$ cat src/rtl/dsdcic_pkg.sv
// Shared types, widths and helper functions for the stereo DSD CIC decimator.
// Depends on nothing; every other file of the block imports it.
package dsdcic_pkg;

	localparam int ACC_WIDTH_DEF = 32;

	localparam int BITS_PER_BYTE = 8;
	localparam int BYTES         = 8;
	localparam int DSD_W         = BYTES * BITS_PER_BYTE;
	localparam int ITEM_LEN      = DSD_W;
	// Weight of the oldest sample on the third integrator over one item.
	localparam int ITEM_TRI      = ITEM_LEN * (ITEM_LEN + 1) / 2;

	// Moments of one byte: |m0| <= 8, |m1| <= 36, |m2| <= 120.
	localparam int BM0_W = 5;
	localparam int BM1_W = 7;
	localparam int BM2_W = 8;
	// Moments of one item: |m0| <= 64, |m1| <= 2080, |m2| <= 45760.
	localparam int IM0_W = 8;
	localparam int IM1_W = 13;
	localparam int IM2_W = 17;

	localparam int PCM_W       = 30;
	localparam int PCM_SHIFT   = 10;
	localparam int TDATA_IN_W  = 2 * DSD_W;
	localparam int TDATA_OUT_W = 64;

	typedef struct packed {
		logic signed [BM0_W-1:0] m0;
		logic signed [BM1_W-1:0] m1;
		logic signed [BM2_W-1:0] m2;
	} byte_mom_t;

	typedef struct packed {
		logic signed [IM0_W-1:0] m0;
		logic signed [IM1_W-1:0] m1;
		logic signed [IM2_W-1:0] m2;
	} item_mom_t;

	// Per-stage control handed to a channel: update the stage, and clear its state first.
	typedef struct packed {
		logic load;
		logic restart;
	} stage_ctl_t;

	// Sum, first and second moment of the eight +1/-1 samples in one byte.
	function automatic byte_mom_t byte_moments(input logic [BITS_PER_BYTE-1:0] byte_in,
			input logic lsb_early);
		byte_mom_t res;
		int s0;
		int s1;
		int s2;
		int rem;
		logic [2:0] pos;
		s0 = 0;
		s1 = 0;
		s2 = 0;
		for (int t = 0; t < BITS_PER_BYTE; t++) begin
			pos = lsb_early ? 3'(t) : 3'(BITS_PER_BYTE - 1 - t);
			rem = BITS_PER_BYTE - t;
			if (byte_in[pos]) begin
				s0 = s0 + 1;
				s1 = s1 + rem;
				s2 = s2 + ((rem * (rem + 1)) >>> 1);
			end else begin
				s0 = s0 - 1;
				s1 = s1 - rem;
				s2 = s2 - ((rem * (rem + 1)) >>> 1);
			end
		end
		res.m0 = BM0_W'(s0);
		res.m1 = BM1_W'(s1);
		res.m2 = BM2_W'(s2);
		return res;
	endfunction

	// Number of samples of the item that come after byte b.
	function automatic int samples_after(input int b);
		return ITEM_LEN - BITS_PER_BYTE * (b + 1);
	endfunction

	function automatic int tri_num(input int n);
		return (n * (n + 1)) >>> 1;
	endfunction

endpackage

$ cat src/rtl/dsdcic_moments.sv
// Moment stages of one channel: per-byte moments, then the item's three moments.
// Depends on dsdcic_pkg.
module dsdcic_moments
	import dsdcic_pkg::*;
(
	input  logic             clk,
	input  logic             en,
	input  logic             lsb_early,
	input  logic [DSD_W-1:0] dsd,
	output item_mom_t        mom_s3
);

	byte_mom_t bm_s2 [BYTES];
	item_mom_t mom_d;

	// Byte 0 sits in the top byte and is the earliest in time.
	always_ff @(posedge clk) begin
		if (en) begin
			for (int b = 0; b < BYTES; b++) begin
				bm_s2[b] <= byte_moments(dsd[(BYTES-1-b)*BITS_PER_BYTE +: BITS_PER_BYTE],
					lsb_early);
			end
		end
	end

	// A byte followed by r samples adds r to every remaining-count weight of its samples.
	always_comb begin
		mom_d = '0;
		for (int b = 0; b < BYTES; b++) begin
			mom_d.m0 = mom_d.m0 + IM0_W'(bm_s2[b].m0);
			mom_d.m1 = mom_d.m1 + IM1_W'(bm_s2[b].m1)
				+ IM1_W'(bm_s2[b].m0) * IM1_W'(samples_after(b));
			mom_d.m2 = mom_d.m2 + IM2_W'(bm_s2[b].m2)
				+ IM2_W'(bm_s2[b].m1) * IM2_W'(samples_after(b))
				+ IM2_W'(bm_s2[b].m0) * IM2_W'(tri_num(samples_after(b)));
		end
	end

	always_ff @(posedge clk) begin
		if (en) begin
			mom_s3 <= mom_d;
		end
	end

endmodule

$ cat src/rtl/dsdcic_chan.sv
// Integrator and comb section of one channel, with its output register.
// Depends on dsdcic_pkg.
module dsdcic_chan
	import dsdcic_pkg::*;
#(
	parameter int ACC_WIDTH = ACC_WIDTH_DEF
) (
	input  logic                    clk,
	input  logic                    arst_n,
	input  stage_ctl_t              integ_ctl,
	input  stage_ctl_t              comb_ctl,
	input  item_mom_t               mom_s3,
	output logic signed [PCM_W-1:0] pcm_s5
);

	logic [ACC_WIDTH-1:0] ig0_q, ig1_q, ig2_q;
	logic [ACC_WIDTH-1:0] dl0_q, dl1_q, dl2_q;
	logic [ACC_WIDTH-1:0] base0, base1, base2;
	logic [ACC_WIDTH-1:0] ig0_d, ig1_d, ig2_d;
	logic [ACC_WIDTH-1:0] c0, c1, c2;
	logic [ACC_WIDTH-1:0] d1, d2, d3;

	// Closed form of 64 cascaded integrator steps.
	always_comb begin
		base0 = integ_ctl.restart ? '0 : ig0_q;
		base1 = integ_ctl.restart ? '0 : ig1_q;
		base2 = integ_ctl.restart ? '0 : ig2_q;
		ig0_d = base0 + ACC_WIDTH'(mom_s3.m0);
		ig1_d = base1 + base0 * ACC_WIDTH'(ITEM_LEN) + ACC_WIDTH'(mom_s3.m1);
		ig2_d = base2 + base1 * ACC_WIDTH'(ITEM_LEN) + base0 * ACC_WIDTH'(ITEM_TRI)
			+ ACC_WIDTH'(mom_s3.m2);
	end

	always_ff @(posedge clk or negedge arst_n) begin
		if (!arst_n) begin
			ig0_q <= '0;
			ig1_q <= '0;
			ig2_q <= '0;
		end else if (integ_ctl.load) begin
			ig0_q <= ig0_d;
			ig1_q <= ig1_d;
			ig2_q <= ig2_d;
		end
	end

	always_comb begin
		c0 = comb_ctl.restart ? '0 : dl0_q;
		c1 = comb_ctl.restart ? '0 : dl1_q;
		c2 = comb_ctl.restart ? '0 : dl2_q;
		d1 = ig2_q - c0;
		d2 = d1 - c1;
		d3 = d2 - c2;
	end

	always_ff @(posedge clk or negedge arst_n) begin
		if (!arst_n) begin
			dl0_q <= '0;
			dl1_q <= '0;
			dl2_q <= '0;
		end else if (comb_ctl.load) begin
			dl0_q <= ig2_q;
			dl1_q <= d1;
			dl2_q <= d2;
		end
	end

	always_ff @(posedge clk) begin
		if (comb_ctl.load) begin
			pcm_s5 <= {d3[PCM_W-PCM_SHIFT-1:0], {PCM_SHIFT{1'b0}}};
		end
	end

	// After a restart the first two integrators hold only this item's moments.
	a_restart_ig0: assert property (@(posedge clk) disable iff (!arst_n)
		integ_ctl.load && integ_ctl.restart
		|=> (ig0_q + ACC_WIDTH'(ITEM_LEN)) <= ACC_WIDTH'(2 * ITEM_LEN))
		else $error("first integrator out of range after restart");

	a_restart_ig1: assert property (@(posedge clk) disable iff (!arst_n)
		integ_ctl.load && integ_ctl.restart
		|=> (ig1_q + ACC_WIDTH'(ITEM_TRI)) <= ACC_WIDTH'(2 * ITEM_TRI))
		else $error("second integrator out of range after restart");

endmodule

$ cat src/rtl/dsd_cic_decimator_stereo.sv
// Stereo third-order CIC decimator, 1-bit DSD to PCM by 64, top level.
// Throughput: one beat per cycle; the five-register pipeline moves whenever the output is free.
// Reset (arst_n, asynchronous, active low) clears all integrators, comb delays, the
// pipeline valid flags and bit_order; the block is ready as soon as reset is released.
// Depends on dsdcic_pkg, dsdcic_moments and dsdcic_chan.
module dsd_cic_decimator_stereo
	import dsdcic_pkg::*;
#(
	parameter int ACC_WIDTH = ACC_WIDTH_DEF
) (
	input  logic                   clk,
	input  logic                   arst_n,
	// Configuration: bit_order, 0 = MSB of each byte earliest, 1 = LSB earliest.
	input  logic                   cfg_we,
	input  logic                   cfg_wdata,
	// Input stream.
	input  logic                   s_tvalid,
	output logic                   s_tready,
	input  logic [TDATA_IN_W-1:0]  s_tdata,   // left_dsd [63:0], right_dsd [127:64]
	input  logic                   s_tuser,   // restart
	// Output stream.
	output logic                   m_tvalid,
	input  logic                   m_tready,
	output logic [TDATA_OUT_W-1:0] m_tdata    // left_pcm [29:0], right_pcm [59:30], zero
);

	logic             bit_order_q;
	logic             en;
	logic             valid_s1, valid_s2, valid_s3, valid_s4, valid_s5;
	logic             restart_s1, restart_s2, restart_s3, restart_s4;
	logic [DSD_W-1:0] left_s1, right_s1;
	item_mom_t        left_mom_s3, right_mom_s3;
	stage_ctl_t       integ_ctl, comb_ctl;
	logic signed [PCM_W-1:0] left_pcm_s5, right_pcm_s5;

	// The pipeline moves as one: every stage shifts when the output register is empty or
	// its beat is being taken. Empty stages simply travel as bubbles with their valid low.
	assign en       = !valid_s5 || m_tready;
	assign s_tready = en;

	always_ff @(posedge clk or negedge arst_n) begin
		if (!arst_n) begin
			bit_order_q <= 1'b0;
		end else if (cfg_we) begin
			bit_order_q <= cfg_wdata;
		end
	end

	always_ff @(posedge clk or negedge arst_n) begin
		if (!arst_n) begin
			valid_s1   <= 1'b0;
			valid_s2   <= 1'b0;
			valid_s3   <= 1'b0;
			valid_s4   <= 1'b0;
			valid_s5   <= 1'b0;
			restart_s1 <= 1'b0;
			restart_s2 <= 1'b0;
			restart_s3 <= 1'b0;
			restart_s4 <= 1'b0;
		end else if (en) begin
			valid_s1   <= s_tvalid;
			valid_s2   <= valid_s1;
			valid_s3   <= valid_s2;
			valid_s4   <= valid_s3;
			valid_s5   <= valid_s4;
			restart_s1 <= s_tuser;
			restart_s2 <= restart_s1;
			restart_s3 <= restart_s2;
			restart_s4 <= restart_s3;
		end
	end

	// Input register.
	always_ff @(posedge clk) begin
		if (en) begin
			left_s1  <= s_tdata[DSD_W-1:0];
			right_s1 <= s_tdata[TDATA_IN_W-1:DSD_W];
		end
	end

	// Stages two and three: byte, then item moments. They hold no state, so the bit order is
	// read directly; the user must change it only while the pipeline is empty (not enforced).
	dsdcic_moments u_left_mom (
		.clk       (clk),
		.en        (en),
		.lsb_early (bit_order_q),
		.dsd       (left_s1),
		.mom_s3    (left_mom_s3)
	);

	dsdcic_moments u_right_mom (
		.clk       (clk),
		.en        (en),
		.lsb_early (bit_order_q),
		.dsd       (right_s1),
		.mom_s3    (right_mom_s3)
	);

	// Stage four updates the integrators, stage five runs the combs into the output
	// register. A restart beat clears each stage's state just as it reaches that stage,
	// so beats still behind it are never affected early.
	always_comb begin
		integ_ctl.load    = en && valid_s3;
		integ_ctl.restart = restart_s3;
		comb_ctl.load     = en && valid_s4;
		comb_ctl.restart  = restart_s4;
	end

	dsdcic_chan #(
		.ACC_WIDTH (ACC_WIDTH)
	) u_left_chan (
		.clk       (clk),
		.arst_n    (arst_n),
		.integ_ctl (integ_ctl),
		.comb_ctl  (comb_ctl),
		.mom_s3    (left_mom_s3),
		.pcm_s5    (left_pcm_s5)
	);

	dsdcic_chan #(
		.ACC_WIDTH (ACC_WIDTH)
	) u_right_chan (
		.clk       (clk),
		.arst_n    (arst_n),
		.integ_ctl (integ_ctl),
		.comb_ctl  (comb_ctl),
		.mom_s3    (right_mom_s3),
		.pcm_s5    (right_pcm_s5)
	);

	assign m_tvalid = valid_s5;
	assign m_tdata  = {{(TDATA_OUT_W - 2 * PCM_W){1'b0}}, right_pcm_s5, left_pcm_s5};

	// A new beat can only enter while the output register is free or being emptied.
	a_no_overrun: assert property (@(posedge clk) disable iff (!arst_n)
		s_tvalid && s_tready && m_tvalid |-> m_tready)
		else $error("input beat accepted while the output is stalled");

	// The scaling by 1024 leaves the low bits of both samples clear.
	a_scaled_lsbs: assert property (@(posedge clk) disable iff (!arst_n)
		m_tvalid |-> (m_tdata[PCM_SHIFT-1:0] == '0)
			&& (m_tdata[PCM_W+PCM_SHIFT-1:PCM_W] == '0))
		else $error("PCM sample not a multiple of 1024");

endmodule
$ cat config.mk
export PLATFORM = sky130hd
export DESIGN_NAME = dsd_cic_decimator_stereo
export DESIGN_NICKNAME = d
export VERILOG_FILES = /design/src/rtl/dsdcic_pkg.sv /design/src/rtl/dsdcic_moments.sv /design/src/rtl/dsdcic_chan.sv /design/src/rtl/dsd_cic_decimator_stereo.sv
export SDC_FILE = /design/constraint.sdc
export NUM_CORES = 2
export LEC_CHECK = 0
export BUFFER_PORTS_ARGS = -buffer_cell sky130_fd_sc_hd__buf_2
export CORE_MARGIN = 1
export CORE_UTILIZATION = 60
export DETAILED_ROUTE_END_ITERATION = 16
export PLACE_DENSITY = 0.84
export REMOVE_ABC_BUFFERS = 1
export SLEW_MARGIN = 20
export SYNTH_ARGS = -nofsm -noshare
export SYNTH_HDL_FRONTEND = slang
export SYNTH_HIERARCHICAL = 1
export SYNTH_SLANG_ARGS = --single-unit
$ cat constraint.sdc
create_clock -name clk -period 15.5 [get_ports clk]
set_input_delay 1.55 -clock clk [delete_from_list [all_inputs] [get_ports clk]]
set_output_delay 1.55 -clock clk [all_outputs]
set_load 0.01 [all_outputs]
==> metrics <==
number of synthesized flops with an enable pin=510; # DRC=0; DRT antenna net count=0; crit path kind=register to register; area delta synth->final=6.551%; first-pass GRT wire length=398700 um; RSZ-0062 raised after global routing=false; internal reg-to-reg setup slack=approximately 6.3 ns; Clock Sinks=738; post_cts resized=0; Clk pin slew, worst setup/hold paths=0.06 ns; maximum fanout along the worst path=15; CP Data Arrival Time=9.73 ns; Final Hold Vio Count=0; syn avg cell area=~10 um2; Yosys top cell area share=between 20% and 30%; r2r endpoint=u_left_mom/mom_s3[16]; Fill cells=13417; Setup-failing EPs final=0; Post-Route WL=248900 um; slowest CP cell=edfxtp_1; port bufs=176; CP endpoint=u_left_mom/mom_s3[16]; WL per Instance=a little under 20 um; Num CTS Buffers=94; Critical Path RT=16.00 ns; row count=154; CTS tree=done; TritonRoute pass-1 iters=6; clock tree root buffer cell=clkbuf_16; critical path launch point type=register; DR vias=72529; yosys warns=6; Chip Width=424.9 um; Tmin final=9.229 ns; Top FF cell, synth=edfxtp_1; Peak Freq=108.4 MHz; ranking of synthesized cells by area=ha_1, fa_1, edfxtp_1; grt ovf=0; final net count=13548; CP startpoint=u_left_mom/bm_s2[0][19]; clock skew=0.03498 ns; worst-case clock buffer depth=3; reg2reg path depth=29; fin crit share=59.54%; Starting DRT DRC Count=4306; Yosys reg bits=approximately 740; library cells used by synthesis=a little over 80; Seq/Total Area, Yosys=19.59%; Die Y=424.9 um; initial antenna violation count=3; async set or reset register ratio after synthesis=30.89%; number of global-route vias before repair=76928; hold crit path type=register to register; most area-hungry cell type in the Yosys netlist=ha_1; Worst-Margin Slew=1.094 ns; max-slew violation count=0; commonest non-fill, non-tap cell in the layout=ha_1; status=finished clean; crit-path most repeated cell=fa_1; I/O pins=~200; commonest non-fill, non-tap cells in the layout=ha_1, inv_1, xnor2_1; largest net degree at the start of global routing=161; Clock Latency Late Sink=just under 0.8 ns; hold-critical path depth=2; # Post-CTS Setup Buffers=0; full die area=about 0.18 mm2; core area=0.1769 mm2; hpwl dp=207200 um; Max Cap Violations=0; H-tree Lvls=3; Setup crit end kind=register; Post-Syn Instances=slightly above 10000; relative slew slack=25.63%; Final GP Congestion=1.017; vias per cell=5.599; TNS Setup=0 ns; total track usage=27.80%; Syn Std Cell Area=0.1073 mm2; CP peak stage delay=approximately 0.76 ns; layout cells sized above 1=7.123%; # hold bufs at CTS=0; initial core utilization=60.65%; Crit Reg-Reg Startpoint=u_left_mom/bm_s2[0][19]
## cells in the mapped netlist (9+ instances only)
library cell  instances
inv_1              1749
a21o_1              385
buf_6                 9
nor2b_1             186
mux2i_1              76
a21oi_1             735
nor3_1               63
nor2_1              362
nor3b_1               9
o21bai_1            213
nand3_1              29
a31o_2               10
xor2_1              298
o211ai_1             15
or3_1                22
mux2i_2              20
nand3b_1             16
o21a_1              141
mux2_2              254
nand2b_1            243
mux2i_4              12
dfrtp_1             228
edfxtp_1            510
nand2_1             123
mux2_4               10
a31oi_1              26
xnor2_1            1144
fa_1               1025
xnor3_1              22
clkbuf_1             50
xnor2_2              20
a211oi_1             18
o21ai_0             196
o31ai_1              16
a21boi_0             14
ha_1               1856
buf_4                35
and3_1               10
## area by class of cell
| cell class | count | area, um2 | area share, % |
|---|---|---|---|
| Antenna cell | 1 | 2.502 | 0.002189 |
| Clock buffer | 116 | 2579 | 2.256 |
| Clock inverter | 61 | 828.3 | 0.7246 |
| Inverter | 1757 | 6595 | 5.770 |
| Multi-Input combinational cell | 7717 | 79090 | 69.19 |
| Sequential cell | 738 | 21030 | 18.39 |
| Tap cell | 2340 | 2928 | 2.561 |
| Timing Repair Buffer | 224 | 1264 | 1.106 |
## worst max-delay path, delay by kind of cell (launching register included)
family | cells | cell delay, ns
adders and majority gates | 11 | 5.02
xor gates and xnor gates | 9 | 1.66
AOI/OAI and AO/OA | 6 | 1.31
DFF | 1 | 0.76
and+or+nand+nor | 2 | 0.17
buffers and inverters | 1 | 0.05
## per-layer routing
layer | vias up | wire, um | GRT usage (%)
li1 | 34570 | - | -
met1 | 36066 | 108500 | 36.36
met2 | 1526 | 118300 | 46.94
met3 | 361 | 13120 | 4.227
met4 | 6 | 8909 | 9.586
met5 | - | 40 | 0
## sequential cells by signal, indices dropped and copies added, names as in the netlist, 35 cells and up
register,count
left_s1,64
u_right_mom/mom_s3,35
u_left_mom/bm_s2,136
u_left_mom/mom_s3,35
u_right_mom/bm_s2,136
right_s1,64
## cells by family after synthesis
family | after synthesis | share of synthesized area, %
mux | 374 | 4.045
fa+ha+maj | 2881 | 40.77
buf+inv | 1869 | 6.794
xor+xnor | 1488 | 12.63
compound gates | 1844 | 10.91
simple gates | 1100 | 5.235
flops | 738 | 19.59
other cells | 5 | 0.01750
## per-stage QoR
| step | area, um2 | cells | setup slack, ns | util (%) | hold slack [ns] |
|---|---|---|---|---|---|
| after floorplan | 106700 | 10212 | 3.867 | - | 0.4407 |
| after global placement | 110900 | 12776 | 6.313 | 62.69 | 0.4515 |
| after detailed placement | 110900 | 12776 | 6.196 | 62.69 | 0.4621 |
| after CTS | 114300 | 12953 | 6.201 | 64.62 | 0.4796 |
| after global routing | 114300 | 12953 | 5.758 | 64.62 | 0.5059 |
| final | 114300 | 12954 | 6.271 | 64.62 | 0.4770 |
## how the worst min path moves through the flow
stage	from	end	slack, ns
after floorplan	u_left_chan/ig0_q[12]	u_left_chan/ig0_q[12]	0.44
after global placement	u_right_chan/ig0_q[4]	u_right_chan/ig0_q[4]	0.45
after detailed placement	u_left_chan/ig0_q[6]	u_left_chan/ig0_q[6]	0.46
after CTS	u_right_chan/ig0_q[12]	u_right_chan/ig0_q[12]	0.48
after global routing	u_left_chan/ig0_q[4]	u_left_chan/ig0_q[4]	0.51
final	u_right_chan/ig0_q[12]	u_right_chan/ig0_q[12]	0.48
Power is not shown: default switching activity piles up to over one toggle a cycle in this logic, so the estimate is an artifact.
